## config.mk

```make
export PLATFORM = sky130hd
export DESIGN_NAME = mrs_div
export DESIGN_NICKNAME = d
export VERILOG_FILES = /design/src/rtl/mrs_div.sv
export SDC_FILE = /design/constraint.sdc
export NUM_CORES = 1
export LEC_CHECK = 0
export BUFFER_PORTS_ARGS = -buffer_cell sky130_fd_sc_hd__buf_2
export CAP_MARGIN = 20
export CORE_MARGIN = 2
export CORE_UTILIZATION = 32
export CTS_CLUSTER_DIAMETER = 80
export CTS_CLUSTER_SIZE = 24
export DETAILED_ROUTE_END_ITERATION = 10
export HOLD_SLACK_MARGIN = 0.08
export SLEW_MARGIN = 20
export SYNTH_ARGS = -nofsm -noshare
export SYNTH_HDL_FRONTEND = slang
export SYNTH_SLANG_ARGS = --single-unit
```

## constraint.sdc

```tcl
create_clock -name clk -period 3.9 [get_ports clk]
set_clock_uncertainty 0.1 [all_clocks]
set_input_delay 0.39 -clock clk [delete_from_list [all_inputs] [get_ports clk]]
set_output_delay 0.39 -clock clk [all_outputs]
set_load 0.02 [all_outputs]
```

## src/rtl/mrs_div.sv

```systemverilog
`timescale 1ns / 1ps
`default_nettype none
// ----------------------------------------------------------------------------
// Restoring divider
// Shared long divider, one quotient bit per cycle. The remainder may start
// non-zero (below the divisor) for fractional quotients.
// ----------------------------------------------------------------------------
module mrs_div #(
  parameter int DVW = 40,
  parameter int QW  = 21,
  parameter int SW  = 5
) (
  input  wire logic           clk,
  input  wire logic           rst_n,
  input  wire logic           start,
  input  wire logic [DVW-1:0] rem_init,
  input  wire logic [QW-1:0]  src,
  input  wire logic [DVW-1:0] divisor,
  input  wire logic [SW-1:0]  steps,
  output logic                done,
  output logic [QW-1:0]       quo
);

  logic           busy_r;
  logic           done_r;
  logic [SW-1:0]  cnt_r;
  logic [DVW-1:0] rem_r;
  logic [DVW-1:0] div_r;
  logic [QW-1:0]  src_r;
  logic [QW-1:0]  quo_r;
  logic [DVW:0]   rem2;
  logic           ge;
  logic [DVW:0]   diff;
  logic [DVW-1:0] rem_nxt;

  // One trial subtraction per cycle.
  always_comb begin
    rem2    = {rem_r, src_r[QW-1]};
    ge      = (rem2 >= {1'b0, div_r});
    diff    = rem2 - {1'b0, div_r};
    rem_nxt = ge ? diff[DVW-1:0] : rem2[DVW-1:0];
  end

  // Control.
  always_ff @(posedge clk) begin
    if (!rst_n) begin
      busy_r <= 1'b0;
      done_r <= 1'b0;
      cnt_r  <= '0;
    end else begin
      done_r <= 1'b0;
      if (start) begin
        busy_r <= 1'b1;
        cnt_r  <= steps;
      end else if (busy_r) begin
        cnt_r <= cnt_r - SW'(1);
        if (cnt_r == SW'(1)) begin
          busy_r <= 1'b0;
          done_r <= 1'b1;
        end
      end
    end
  end

  // Datapath.
  always_ff @(posedge clk) begin
    if (start) begin
      rem_r <= rem_init;
      div_r <= divisor;
      src_r <= src;
      quo_r <= '0;
    end else if (busy_r) begin
      rem_r <= rem_nxt;
      src_r <= {src_r[QW-2:0], 1'b0};
      quo_r <= {quo_r[QW-2:0], ge};
    end
  end

  assign done = done_r;
  assign quo  = quo_r;

endmodule
`default_nettype wire

```

==> out/results.ini <==
[outcome]
status=completed

[clock_tree]
clk_path_buf_depth=2
clkLatencyLatePin_ns=0.42
cts_tree=yes
numClockSinks=129
cts_buffers=17
cts.clk_slew.worst_paths_ns=0.06
root_buffer=clkbuf_16
htreeDepth=4

[cells_and_area]
fin_area_um2=9650
drive_gt1_frac=0.226
fin_cells=1257
area_delta_synth_final_pct=26.7
final_nets=1076
utilization=0.412

[grt]
grt_overflow=0
grt_pass1_wl_um=30600
first_global_vias=6034
grt_max_degree=104
grt.total_usage=0.156
antenna_found_initial=1

[floorplan]
die_area_um2=25100
io_pins=131
die_x_um=158
rows=56
start_util=0.326
die_h_um=158
core_area_um2=23400

[yosys]
synth_cells=758
synth_most_common_cell=edfxtp_1
synth_compound_area_frac=0.169
async_reset_ff_frac=0
syn_area_per_cell_um2=10.1
yosysTopAreaCell=edfxtp_1
yosysTopAreaCellShare=0.398
synth_edf_count=101
ys_seq_area_frac=0.472
yosys.area_share.simple=0.135
muxShareOfSynthArea=0.0665
synth_adder_area_share=0.0716
synth_area_um2=7620
synth_nets=910
yosys_warnings=0
synth_common_cells=101 x edfxtp_1, 74 x nand2_1, 67 x nor2_1
ys_types=66
ys.flop_type=edfxtp_1
ys_seq_elements=129
ys_top_cells_by_area=edfxtp_1 40%, dfxtp_1 7.4%, ha_1 6.9%, nand2_1 3.6%, mux2i_1 3.5%
synth_top_family_by_area=compound AO/OA/AOI/OAI gates
synthXorXnorAreaFrac=0.0402

[hold_path]
hold_path_end=cnt_r[1]$_SDFFE_PN0P_
min-delay-start=steps[1]
whs_path_depth=3
min_path_type=in2reg

[pwr]
power.leakage_nw=4.15
power_mw=6.06
p_per_area_nw_per_um2=628
vdd_drop_max_mv=0.345

[job]
max_cap_violations=0

[sta]
fmax_ghz=0.279
final.setup.tns_ns=0
finalCriticalPeriod_ns=3.59
hold_violations=0
rsz0062_at_grt=false
layout_setup_ws_ns=0.311
finalSetupViolations=0
relSlewSlack=0.422
slew_violations=0
worst_pin_slew_ns=0.862
hold_ws_ns=0.124
finalCritPeriodShare=0.920

[placed_design]
post-place-cells=1184
numPortBuffers=130
place_congestion=0.843
place_area_um2=8660
place_hpwl_um=13600
place_ws_ns=0.347

[detailed_routing]
first_pass_iters=4
vias=6184
routed_via_density=4.92
drt-total-wl_um=19300
drt_iter0_markers=357
drc=0
antenna_left=0
wire_per_inst_um=15.3

[worst_setup_path]
worst_ep_required_time_ns=3.96
crit_path_end_kind=flip-flop
critical_path_class=reg2reg
r2r-start=rem_r[0]$_DFFE_PP_
r2r_slack_ns=0.31
r2r-end=rem_r[25]$_DFFE_PP_
reg2regPathDepth=11
critical_path.max_fanout=11
critPathLaunchType=flip-flop
arrival_ns=3.65

-- power breakdown --
part	leakage, nW	internal [mW]	switching [mW]	total, mW
combinational	2.62	1.08	1.50	2.58
sequential	1.23	1.78	0.109	1.89
clock	0.296	0.918	0.679	1.60
total	4.15	3.78	2.28	6.06
-- routing by layer --
layer | vias up | share of wire | global-route usage
li1 | 3109 | - | -
met1 | 2957 | 0.48 | 0.210
met2 | 107 | 0.47 | 0.255
met3 | 11 | 0.040 | 0.0343
met4 | 0 | 0.0079 | 0.0390
met5 | - | 0 | 0
-- worst max-delay path by stage --
stage / from / to / slack, ns
after floorplan: rem_r[0]$_DFFE_PP_ / rem_r[38]$_DFFE_PP_ / 0.62
after global placement: rem_r[1]$_DFFE_PP_ / rem_r[35]$_DFFE_PP_ / 0.43
after detailed placement: rem_r[0]$_DFFE_PP_ / rem_r[25]$_DFFE_PP_ / 0.35
after CTS: rem_r[0]$_DFFE_PP_ / rem_r[25]$_DFFE_PP_ / 0.31
after global routing: rem_r[0]$_DFFE_PP_ / rem_r[31]$_DFFE_PP_ / 0.16
final: rem_r[0]$_DFFE_PP_ / rem_r[25]$_DFFE_PP_ / 0.31
-- layout make-up --
| type | instances | area (um2) |
|---|---|---|
| clock buffers | 20 | 480 |
| flip-flops and latches | 129 | 3590 |
| fillers | 2360 | 13800 |
| inverters | 52 | 195 |
| clock inverters | 12 | 108 |
| repair buffers | 186 | 1200 |
| diodes | 1 | 2.50 |
| well taps | 319 | 399 |
| multi-input cells | 538 | 3670 |
-- state kept, by name, summed over array words and instances, names as in the netlist --
name    cells
busy_r      1
cnt_r       5
div_r      40
done        1
quo        21
rem_r      40
src_r      21
-- worst max-delay path: stages, from the launching register on --
cell and delay (ns):
edfxtp_1 0.44, ha_1 0.34, nand2b_1 0.08, a211o_1 0.32
a31o_2 0.31, a21oi_4 0.16, o211ai_2 0.17, a2111o_1 0.53
a21o_1 0.22, buf_4 0.20, and3_1 0.19, a221o_1 0.27
-- cells by family (layout without fill, tap and decap cells) --
group,count (synthesis),in the layout
flip-flops,129,129
buffers and inverters,91,270
AND/OR/NAND/NOR,222,222
adder cells (fa/ha/maj),43,43
other,0,1
multiplexers,48,48
XOR/XNOR,35,35
AO/OA/AOI/OAI,190,190
-- cells in the final DEF, fill, tap and decap left out, types with 8 or more instances in the layout --
master         Yosys  layout
dlygate4sd3_1      0      40
nor2_1            67      67
a21oi_1           51      51
nor3_1             8       8
a2bb2oi_1          8       8
mux2_2            21      21
a31oi_1           29      29
dfxtp_1           28      28
mux2i_1           27      27
nand2_1           74      74
ha_1              42      42
o21ai_0           23      23
a21o_1            21      21
and3_1             9       9
xnor2_1           20      20
nand4_1            9       9
nand3_1           17      17
clkbuf_16          0      19
edfxtp_1         101     101
inv_1             51      51
xor2_1            15      15
buf_2              5     129
buf_4              1      15
-- repair_timing --
| item | 4_1_cts | 5_1_grt |
|---|---|---|
| endpoints found under the hold margin | 40 | 0 |
| gates resized for setup | 0 | 0 |
| hold buffers | 40 | 0 |
| buffers inserted | 0 | 0 |
No activity file was read; power rests on OpenSTA's default activity.
