<file path="src/rtl/mrs_isqrt.sv">
`timescale 1ns / 1ps
`default_nettype none
// ----------------------------------------------------------------------------
// Integer square root
// Digit-by-digit floor square root of a 32-bit value, one digit per cycle.
// ----------------------------------------------------------------------------
module mrs_isqrt (
  input  wire logic        clk,
  input  wire logic        rst_n,
  input  wire logic        start,
  input  wire logic [31:0] value,
  output logic             done,
  output logic [15:0]      root
);

  logic        busy_r;
  logic        done_r;
  logic [31:0] v_r;
  logic [31:0] res_r;
  logic [31:0] bit_r;
  logic [31:0] trial;
  logic        take;
  logic [31:0] v_nxt;
  logic [31:0] res_nxt;

  // One digit of the root per cycle.
  always_comb begin
    trial   = res_r + bit_r;
    take    = (v_r >= trial);
    v_nxt   = take ? (v_r - trial) : v_r;
    res_nxt = take ? ((res_r >> 1) + bit_r) : (res_r >> 1);
  end

  // Control.
  always_ff @(posedge clk) begin
    if (!rst_n) begin
      busy_r <= 1'b0;
      done_r <= 1'b0;
    end else begin
      done_r <= 1'b0;
      if (start) begin
        busy_r <= 1'b1;
      end else if (busy_r && bit_r[0]) begin
        busy_r <= 1'b0;
        done_r <= 1'b1;
      end
    end
  end

  // Datapath.
  always_ff @(posedge clk) begin
    if (start) begin
      v_r   <= value;
      res_r <= '0;
      bit_r <= 32'h4000_0000;
    end else if (busy_r) begin
      v_r   <= v_nxt;
      res_r <= res_nxt;
      bit_r <= bit_r >> 2;
    end
  end

  assign done = done_r;
  assign root = res_r[15:0];

endmodule
`default_nettype wire

</file>
<file path="config.mk">
export PLATFORM = sky130hd
export DESIGN_NAME = mrs_isqrt
export DESIGN_NICKNAME = d
export VERILOG_FILES = /design/src/rtl/mrs_isqrt.sv
export SDC_FILE = /design/constraint.sdc
export NUM_CORES = 1
export LEC_CHECK = 0
export BUFFER_PORTS_ARGS = -buffer_cell sky130_fd_sc_hd__buf_2
export CAP_MARGIN = 0
export CORE_AREA = 2 2 138 140
export DETAILED_ROUTE_END_ITERATION = 7
export DIE_AREA = 0 0 140 142
export PLACE_DENSITY_LB_ADDON = 0.1
export SYNTH_ARGS = -nofsm -noshare
export SYNTH_HDL_FRONTEND = slang
export SYNTH_SLANG_ARGS = --single-unit
</file>
<file path="constraint.sdc">
create_clock -name clk -period 6.1 [get_ports clk]
set_input_delay 0.61 -clock clk [delete_from_list [all_inputs] [get_ports clk]]
set_output_delay 0.61 -clock clk [all_outputs]
set_load 0.01 [all_outputs]
</file>
==> flow_metrics.py, run 1 <==
metrics = {
    "drt": {
        "drc": 0,
        "drt_iter0_markers": 399,
        "dr_total_vias": 6513,
        "drt_wl_total_mm": 20.12,
        "routedWlPerCell_um": 17.73,
        "via_per_inst": 5.738,
        "drtAntennaViolNets": 0,
        "firstDrtPassIters": 7,
    },
    "finish": {
        "layout_common_cells": "nand2_1, nor2_1, o21ai_0, ha_1, a21oi_1",
        "n_antenna_cell": 0,
        "syn2layout_area_growth_pct": 8.976,
        "fin_nets": 999,
        "drive_gt1_frac": 0.1165,
        "design_area_sq_um": 7884,
        "final_common_cell": "nand2_1",
    },
    "clock_tree": {
        "cts_sinks": 82,
        "cts-resized-gates": 0,
        "clkTransAtPathRegs_ns": 0.07,
        "cts.htree.levels": 3,
        "ctsHoldBuffers": 0,
        "postCtsSetupBuffers": 0,
        "cts_made_buffers": 9,
        "clk_latency_ns": 0.35,
        "cts_tree": "built",
        "clock_path_buffers": 2,
        "cts-root-buf": "clkbuf_16",
    },
    "worst_hold_path": {
        "min_delay_path_depth": 2,
        "hold_end": "busy_r",
        "min_from": "rst_n",
        "hp-class": "primary input to flop",
    },
    "pwr": {
        "p_leak_nw": 3.051,
        "p_seq_frac": 0.246,
        "power_frac_comb": 0.590,
        "irDropWorstVdd_mv": 0.2096,
        "power_mw": 3.602,
        "p_sw_mw": 1.674,
        "sw_frac_of_total": 0.4646,
        "power_density_nw_per_um2": 456.9,
        "p_int_mw": 1.929,
        "pwr-share-clk": 0.164,
    },
    "yosys": {
        "synth_seq_cells": 82,
        "ys_warn_count": 0,
        "synth.avg_cell_area_sq_um": 8.165,
        "netlist_area_sq_um": 7234,
        "synth-edff-count": 32,
        "synth_nets": 988,
        "synthDistinctLibCells": 73,
        "synth_seq_area_share": 0.2712,
        "synthFlopType": "dfxtp_1",
        "async_reset_ff_frac": 0,
        "syn_inst": 886,
    },
    "grt": {
        "grt_pass1_vias": 6192,
        "grt_busiest_layer": "met2",
        "grtUsageMet3": 0.03802,
        "met1_usage": 0.2729,
        "grt_use_total": 0.2067,
        "overflow": 0,
        "grt_first_pass_wirelength_mm": 32.91,
        "grt_util_met2": 0.3508,
        "antenna_found_initial": 0,
        "grt_max_degree": 70,
    },
    "critical_path": {
        "reg2reg_depth": 16,
        "endpoint_kind": "flop",
        "slowest_delay_ns": 0.74,
        "cpMostUsedCell": "ha_1",
        "cp_max_fo": 22,
        "worstReg2RegStart": "res_r[2]",
        "r2r_slack_ns": 0.45,
        "timing_worst_setup_path_type": "flop to flop",
        "timing.rr.end": "res_r[7]",
        "cp-start-kind": "flop",
        "cp_data_arrival_time_ns": 5.91,
        "crit_chain": "ha_1 -> a31o_2 -> a31oi_1 -> o21ai_0 -> a211oi_1 -> or2_2 -> nand2b_1 -> xnor2_1 -> ha_1 -> and4_1 -> nand4_1 -> o311ai_4 -> nand2_2 -> buf_4 -> or3_1 -> a311oi_1",
        "worstPathRequired_ns": 6.36,
        "cpMaxStageDelayCell": "o311ai_4",
    },
    "floorplan": {
        "fp.coreArea_sq_um": 18460,
        "die-area_sq_um": 19880,
        "num_rows": 50,
        "io_pins": 52,
        "start_util": 0.3920,
        "die_h_um": 142,
        "dieWidth_um": 140,
    },
    "sta": {
        "fin_skew_ns": 0.009686,
        "rsz0062_at_grt": "no",
        "timing.fmax_mhz": 177.0,
        "setup_ws_ns": 0.4499,
        "max-slew-margin-rel": 0.4519,
        "period_share": 0.9262,
        "setup_viol": 0,
        "hold_ws_ns": 0.4761,
        "fin_tns_setup_ns": 0,
        "report.final.slew_viol_count": 0,
        "min_period_ns": 5.650,
        "finalHoldViolCount": 0,
        "worst_slew_pin_slew_ns": 0.8222,
    },
    "flow_run": {
        "maxCapViolCount": 0,
    },
    "place": {
        "place_congestion": 0.8572,
        "portBuffers": 51,
        "place_ws_ns": 0.4847,
        "place_area_sq_um": 7564,
        "dp_hpwl_mm": 14.86,
    },
    "outcome": {
        "status": "finished, final reports clean",
    },
}
==> per-layer routing <==
layer / wire length, um / vias to the layer above
met5: 0 / -
met4: 344 / 0
met3: 752 / 23
met2: 9425 / 127
met1: 9598 / 3073
li1: - / 3290
==> power by group through the flow <==
| stage | logic (mW) | clock network, mW | registers [mW] |
|---|---|---|---|
| floorplan | 1.66 | 0 | 0.849 |
| global placement | 2.10 | 0 | 0.903 |
| detailed placement | 2.09 | 0 | 0.902 |
| CTS | 2.11 | 0.609 | 0.891 |
| global route | 2.38 | 0.626 | 0.905 |
| finish | 2.12 | 0.592 | 0.886 |
==> registers in the layout (all words and copies together) (netlist names) <==
register,flops
done,1
v_r,32
res_r,32
bit_r,16
busy_r,1
==> synthesized netlist by cell type (3+ instances only) <==
library cell | n | area [sq um]
nand2b_1 | 5 | 31.28
nand3b_1 | 4 | 30.03
o211ai_1 | 7 | 52.55
a21o_1 | 21 | 157.7
o21bai_1 | 12 | 90.09
buf_4 | 18 | 135.1
a31o_2 | 7 | 61.31
and2_1 | 9 | 56.30
a211oi_1 | 18 | 135.1
buf_2 | 9 | 45.04
ha_1 | 66 | 825.8
inv_1 | 20 | 75.07
o21ai_0 | 67 | 335.3
nor4_1 | 3 | 18.77
nand2_1 | 95 | 356.6
clkbuf_1 | 27 | 101.4
edfxtp_1 | 32 | 960.9
xor2_1 | 40 | 350.3
or2_2 | 3 | 18.77
or3_1 | 7 | 43.79
nor2b_1 | 7 | 43.79
mux2_2 | 8 | 90.09
nand4_1 | 13 | 81.33
nor3_1 | 12 | 60.06
a311oi_1 | 15 | 131.4
mux2i_1 | 17 | 170.2
nor2_1 | 89 | 334.1
and3_1 | 6 | 37.54
nand3_1 | 22 | 110.1
dfxtp_1 | 50 | 1001
a2111oi_0 | 3 | 26.28
a21oi_1 | 56 | 280.3
o21a_1 | 5 | 37.54
xnor2_1 | 28 | 245.2
o31ai_1 | 11 | 82.58
a31oi_1 | 28 | 175.2
==> worst max path at each step <==
stage | start | to | slack, ns | depth (start not counted)
5_1_grt | res_r[2] | res_r[7] | 0.004 | 19
4_1_cts | res_r[2] | res_r[7] | 0.39 | 19
2_1_floorplan | res_r[2] | v_r[0] | 0.24 | 20
3_3_place_gp | res_r[2] | res_r[7] | 0.74 | 19
3_5_place_dp | res_r[2] | res_r[7] | 0.48 | 19
6_report | res_r[2] | res_r[7] | 0.45 | 16
==> cell families (layout without fill, tap and decap cells) <==
kind of cell | after synthesis | in the layout | share of synthesized area
AOI/OAI and AO/OA | 284 | 284 | 0.2653
DFF | 82 | 82 | 0.2712
muxes | 25 | 25 | 0.03597
xor gates and xnor gates | 68 | 68 | 0.08233
adders and majority gates | 67 | 67 | 0.1169
buffers and inverters | 78 | 93 | 0.05171
and+or+nand+nor | 282 | 282 | 0.1766
==> layout make-up <==
class | count | area, sq um
Multi-Input combinational cell | 726 | 4913
Inverter | 20 | 75.07
Timing Repair Buffer | 58 | 322.8
Tap cell | 234 | 292.8
Clock buffer | 13 | 302.8
Clock inverter | 2 | 13.76
Fill cell | 1921 | 10570
Sequential cell | 82 | 1963
==> worst max-delay path, delay by kind of cell (launching register included) <==
kind | cells | cell delay, ns
fa+ha+maj | 2 | 0.71
xor+xnor | 1 | 0.16
compound gates | 6 | 2.39
buf+inv | 1 | 0.32
flops | 1 | 0.43
simple gates | 6 | 1.53
==> stage by stage <==
stage          utilization  std cells
3_3_place_gp        0.4098       1120
3_5_place_dp        0.4098       1120
5_1_grt             0.4272       1135
2_1_floorplan            -        886
4_1_cts             0.4270       1135
6_report            0.4272       1135
Power figures use the tool's default switching activity.
==> run 2: changes to the inputs <==
--- a/config.mk
+++ b/config.mk
@@ -5,12 +5,14 @@
 export SDC_FILE = /design/constraint.sdc
 export NUM_CORES = 1
 export LEC_CHECK = 0
+export ABC_AREA = 1
 export BUFFER_PORTS_ARGS = -buffer_cell sky130_fd_sc_hd__buf_2
 export CAP_MARGIN = 0
-export CORE_AREA = 2 2 138 140
+export CORE_AREA = 2 2 151 153
 export DETAILED_ROUTE_END_ITERATION = 7
-export DIE_AREA = 0 0 140 142
+export DIE_AREA = 0 0 153 155
 export PLACE_DENSITY_LB_ADDON = 0.1
+export SLEW_MARGIN = 20
 export SYNTH_ARGS = -nofsm -noshare
 export SYNTH_HDL_FRONTEND = slang
 export SYNTH_SLANG_ARGS = --single-unit
==> flow_metrics.py, run 2 <==
metrics = {
    "outcome": {
        "status": "finished, final reports clean",
    },
    "floorplan": {
        "die-area_sq_um": 23720,
        "start_util": 0.3934,
        "die_h_um": 155,
        "fp.coreArea_sq_um": 22230,
        "num_rows": 55,
        "dieWidth_um": 153,
        "io_pins": 52,
    },
    "critical_path": {
        "timing.rr.end": "v_r[18]",
        "worstReg2RegStart": "res_r[16]",
        "reg2reg_depth": 17,
        "cpMaxStageDelayCell": "o21ai_0",
        "cpMostUsedCell": "nand2_1",
        "cp_data_arrival_time_ns": 4.51,
        "timing_worst_setup_path_type": "flop to flop",
        "cp_max_fo": 32,
        "endpoint_kind": "flop",
        "r2r_slack_ns": 1.58,
        "worstPathRequired_ns": 6.10,
        "slowest_delay_ns": 0.52,
        "crit_chain": "ha_1 -> nand2_1 -> o21ai_0 -> nand2_1 -> o21ai_0 -> a21o_1 -> xnor2_1 -> ha_1 -> nand2_1 -> nor2_1 -> nand2_1 -> nor2_1 -> nand2_4 -> nand2_4 -> nand2_1 -> nand2_1 -> buf_4",
        "cp-start-kind": "flop",
    },
    "sta": {
        "period_share": 0.7409,
        "min_period_ns": 4.519,
        "hold_ws_ns": 0.4574,
        "worst_slew_pin_slew_ns": 0.8823,
        "rsz0062_at_grt": "no",
        "max-slew-margin-rel": 0.4118,
        "setup_viol": 0,
        "fin_tns_setup_ns": 0,
        "setup_ws_ns": 1.581,
        "timing.fmax_mhz": 221.3,
        "fin_skew_ns": 0.01123,
        "report.final.slew_viol_count": 0,
        "finalHoldViolCount": 0,
    },
    "finish": {
        "drive_gt1_frac": 0.06102,
        "layout_common_cells": "nand2_1, inv_1, nor2_1, nand3_1, a21oi_1",
        "utilization": 0.4231,
        "reg_top3": "res_r: 32 flops, v_r: 32 flops, bit_r: 16 flops",
        "syn2layout_area_growth_pct": 7.556,
        "final_common_cell": "nand2_1",
        "n_antenna_cell": 0,
        "design_area_sq_um": 9404,
        "fin_nets": 1572,
        "stdcell_count": 1760,
    },
    "yosys": {
        "synth-edff-count": 32,
        "synth_seq_cells": 82,
        "synthTopCellsByCount": "nand2_1, inv_1, nor2_1",
        "synth_top_area_cell": "nand2_1",
        "synth.avg_cell_area_sq_um": 6.001,
        "synth_seq_area_share": 0.2244,
        "synth_top_area_frac": 0.2104,
        "ys_top_cells_by_area": "nand2_1, dfxtp_1, edfxtp_1, ha_1, nand3_1",
        "async_reset_ff_frac": 0,
        "yosysMostFrequentCell": "nand2_1",
        "netlist_area_sq_um": 8743,
        "synth_nets": 1559,
        "ys_warn_count": 0,
        "synthDistinctLibCells": 45,
        "syn_inst": 1457,
        "synthFlopType": "dfxtp_1",
    },
    "drt": {
        "routedWlPerCell_um": 16.07,
        "drtAntennaViolNets": 0,
        "drc": 0,
        "dr_total_vias": 9042,
        "drt_wl_total_mm": 28.29,
        "drt_iter0_markers": 746,
        "via_per_inst": 5.138,
        "firstDrtPassIters": 5,
    },
    "flow_run": {
        "maxCapViolCount": 0,
    },
    "grt": {
        "grt_first_pass_wirelength_mm": 45.33,
        "grt_max_degree": 51,
        "antenna_found_initial": 0,
        "grt_pass1_vias": 8448,
        "grt_use_total": 0.2383,
        "overflow": 0,
    },
    "pwr": {
        "power_density_nw_per_um2": 431.6,
        "p_leak_nw": 4.390,
        "power_mw": 4.058,
        "p_int_mw": 1.985,
        "irDropWorstVdd_mv": 0.2010,
        "p_seq_frac": 0.232,
        "p_sw_mw": 2.073,
        "power_frac_comb": 0.622,
        "sw_frac_of_total": 0.5109,
        "pwr-share-clk": 0.146,
    },
    "place": {
        "portBuffers": 51,
        "place_congestion": 0.9006,
        "numPlacedInstances": 1744,
        "place_ws_ns": 1.666,
        "dp_hpwl_mm": 22.26,
        "place_area_sq_um": 9094,
    },
    "clock_tree": {
        "clkTransAtPathRegs_ns": 0.07,
        "cts_tree": "built",
        "postCtsSetupBuffers": 0,
        "cts.htree.levels": 3,
        "clock_path_buffers": 2,
        "ctsHoldBuffers": 0,
        "clk_latency_ns": 0.35,
        "cts-resized-gates": 0,
        "cts_made_buffers": 9,
        "cts_sinks": 82,
        "cts-root-buf": "clkbuf_16",
    },
    "worst_hold_path": {
        "hp-class": "flop to flop",
        "hold_end": "busy_r",
        "min_delay_path_depth": 2,
        "min_from": "busy_r",
    },
}
## run 2: critical path: cells and delay by family (launching register included)
kind	cells	cell delay, ns
buffers and inverters	1	0.39
AOI/OAI and AO/OA	3	0.93
DFF	1	0.42
adders and majority gates	2	0.76
and+or+nand+nor	10	1.56
xor gates and xnor gates	1	0.07
## run 2: kinds of logic (layout without fill, tap and decap cells)
group / count (synthesis) / after routing / share of synthesized area
simple gates: 844 / 844 / 0.4031
buf+inv: 223 / 241 / 0.1076
compound gates: 193 / 193 / 0.1201
flops: 82 / 82 / 0.2244
fa+ha+maj: 67 / 67 / 0.09674
xor+xnor: 48 / 48 / 0.04808
## run 2: cell type report
| cell class | count | area, sq um |
|---|---|---|
| well taps | 285 | 356.6 |
| repair buffers | 58 | 307.8 |
| multi-input cells | 1152 | 5841 |
| clock buffers | 10 | 239.0 |
| inverters | 167 | 626.9 |
| flip-flops and latches | 82 | 1962 |
| clock inverters | 6 | 71.32 |
| fillers | 2525 | 12820 |
## run 2: power groups by stage
| stage | sequential, mW | combinational (mW) | clock, mW |
|---|---|---|---|
| 3_3_place_gp | 0.954 | 2.50 | 0 |
| 2_1_floorplan | 0.856 | 1.97 | 0 |
| 6_report | 0.943 | 2.52 | 0.592 |
| 4_1_cts | 0.946 | 2.52 | 0.606 |
| 5_1_grt | 0.965 | 2.86 | 0.624 |
| 3_5_place_dp | 0.956 | 2.50 | 0 |
## run 2: per-layer routing
layer | GRT usage | routed length, um | up-vias
li1 | - | - | 4747
met1 | 0.3464 | 14280 | 4048
met2 | 0.3844 | 12340 | 223
met3 | 0.02228 | 1302 | 24
met4 | 0.05247 | 366 | 0
met5 | 0 | 0 | -
## run 2: how the worst max path moves through the flow
stage | from | end | slack (ns) | cells after the start
after floorplan | res_r[0] | v_r[0] | 2.21 | 19
after global placement | res_r[4] | v_r[6] | 1.68 | 18
after detailed placement | res_r[16] | v_r[7] | 1.67 | 17
after CTS | res_r[16] | v_r[2] | 1.62 | 17
after global routing | res_r[4] | v_r[18] | 1.10 | 18
final | res_r[16] | v_r[18] | 1.58 | 17
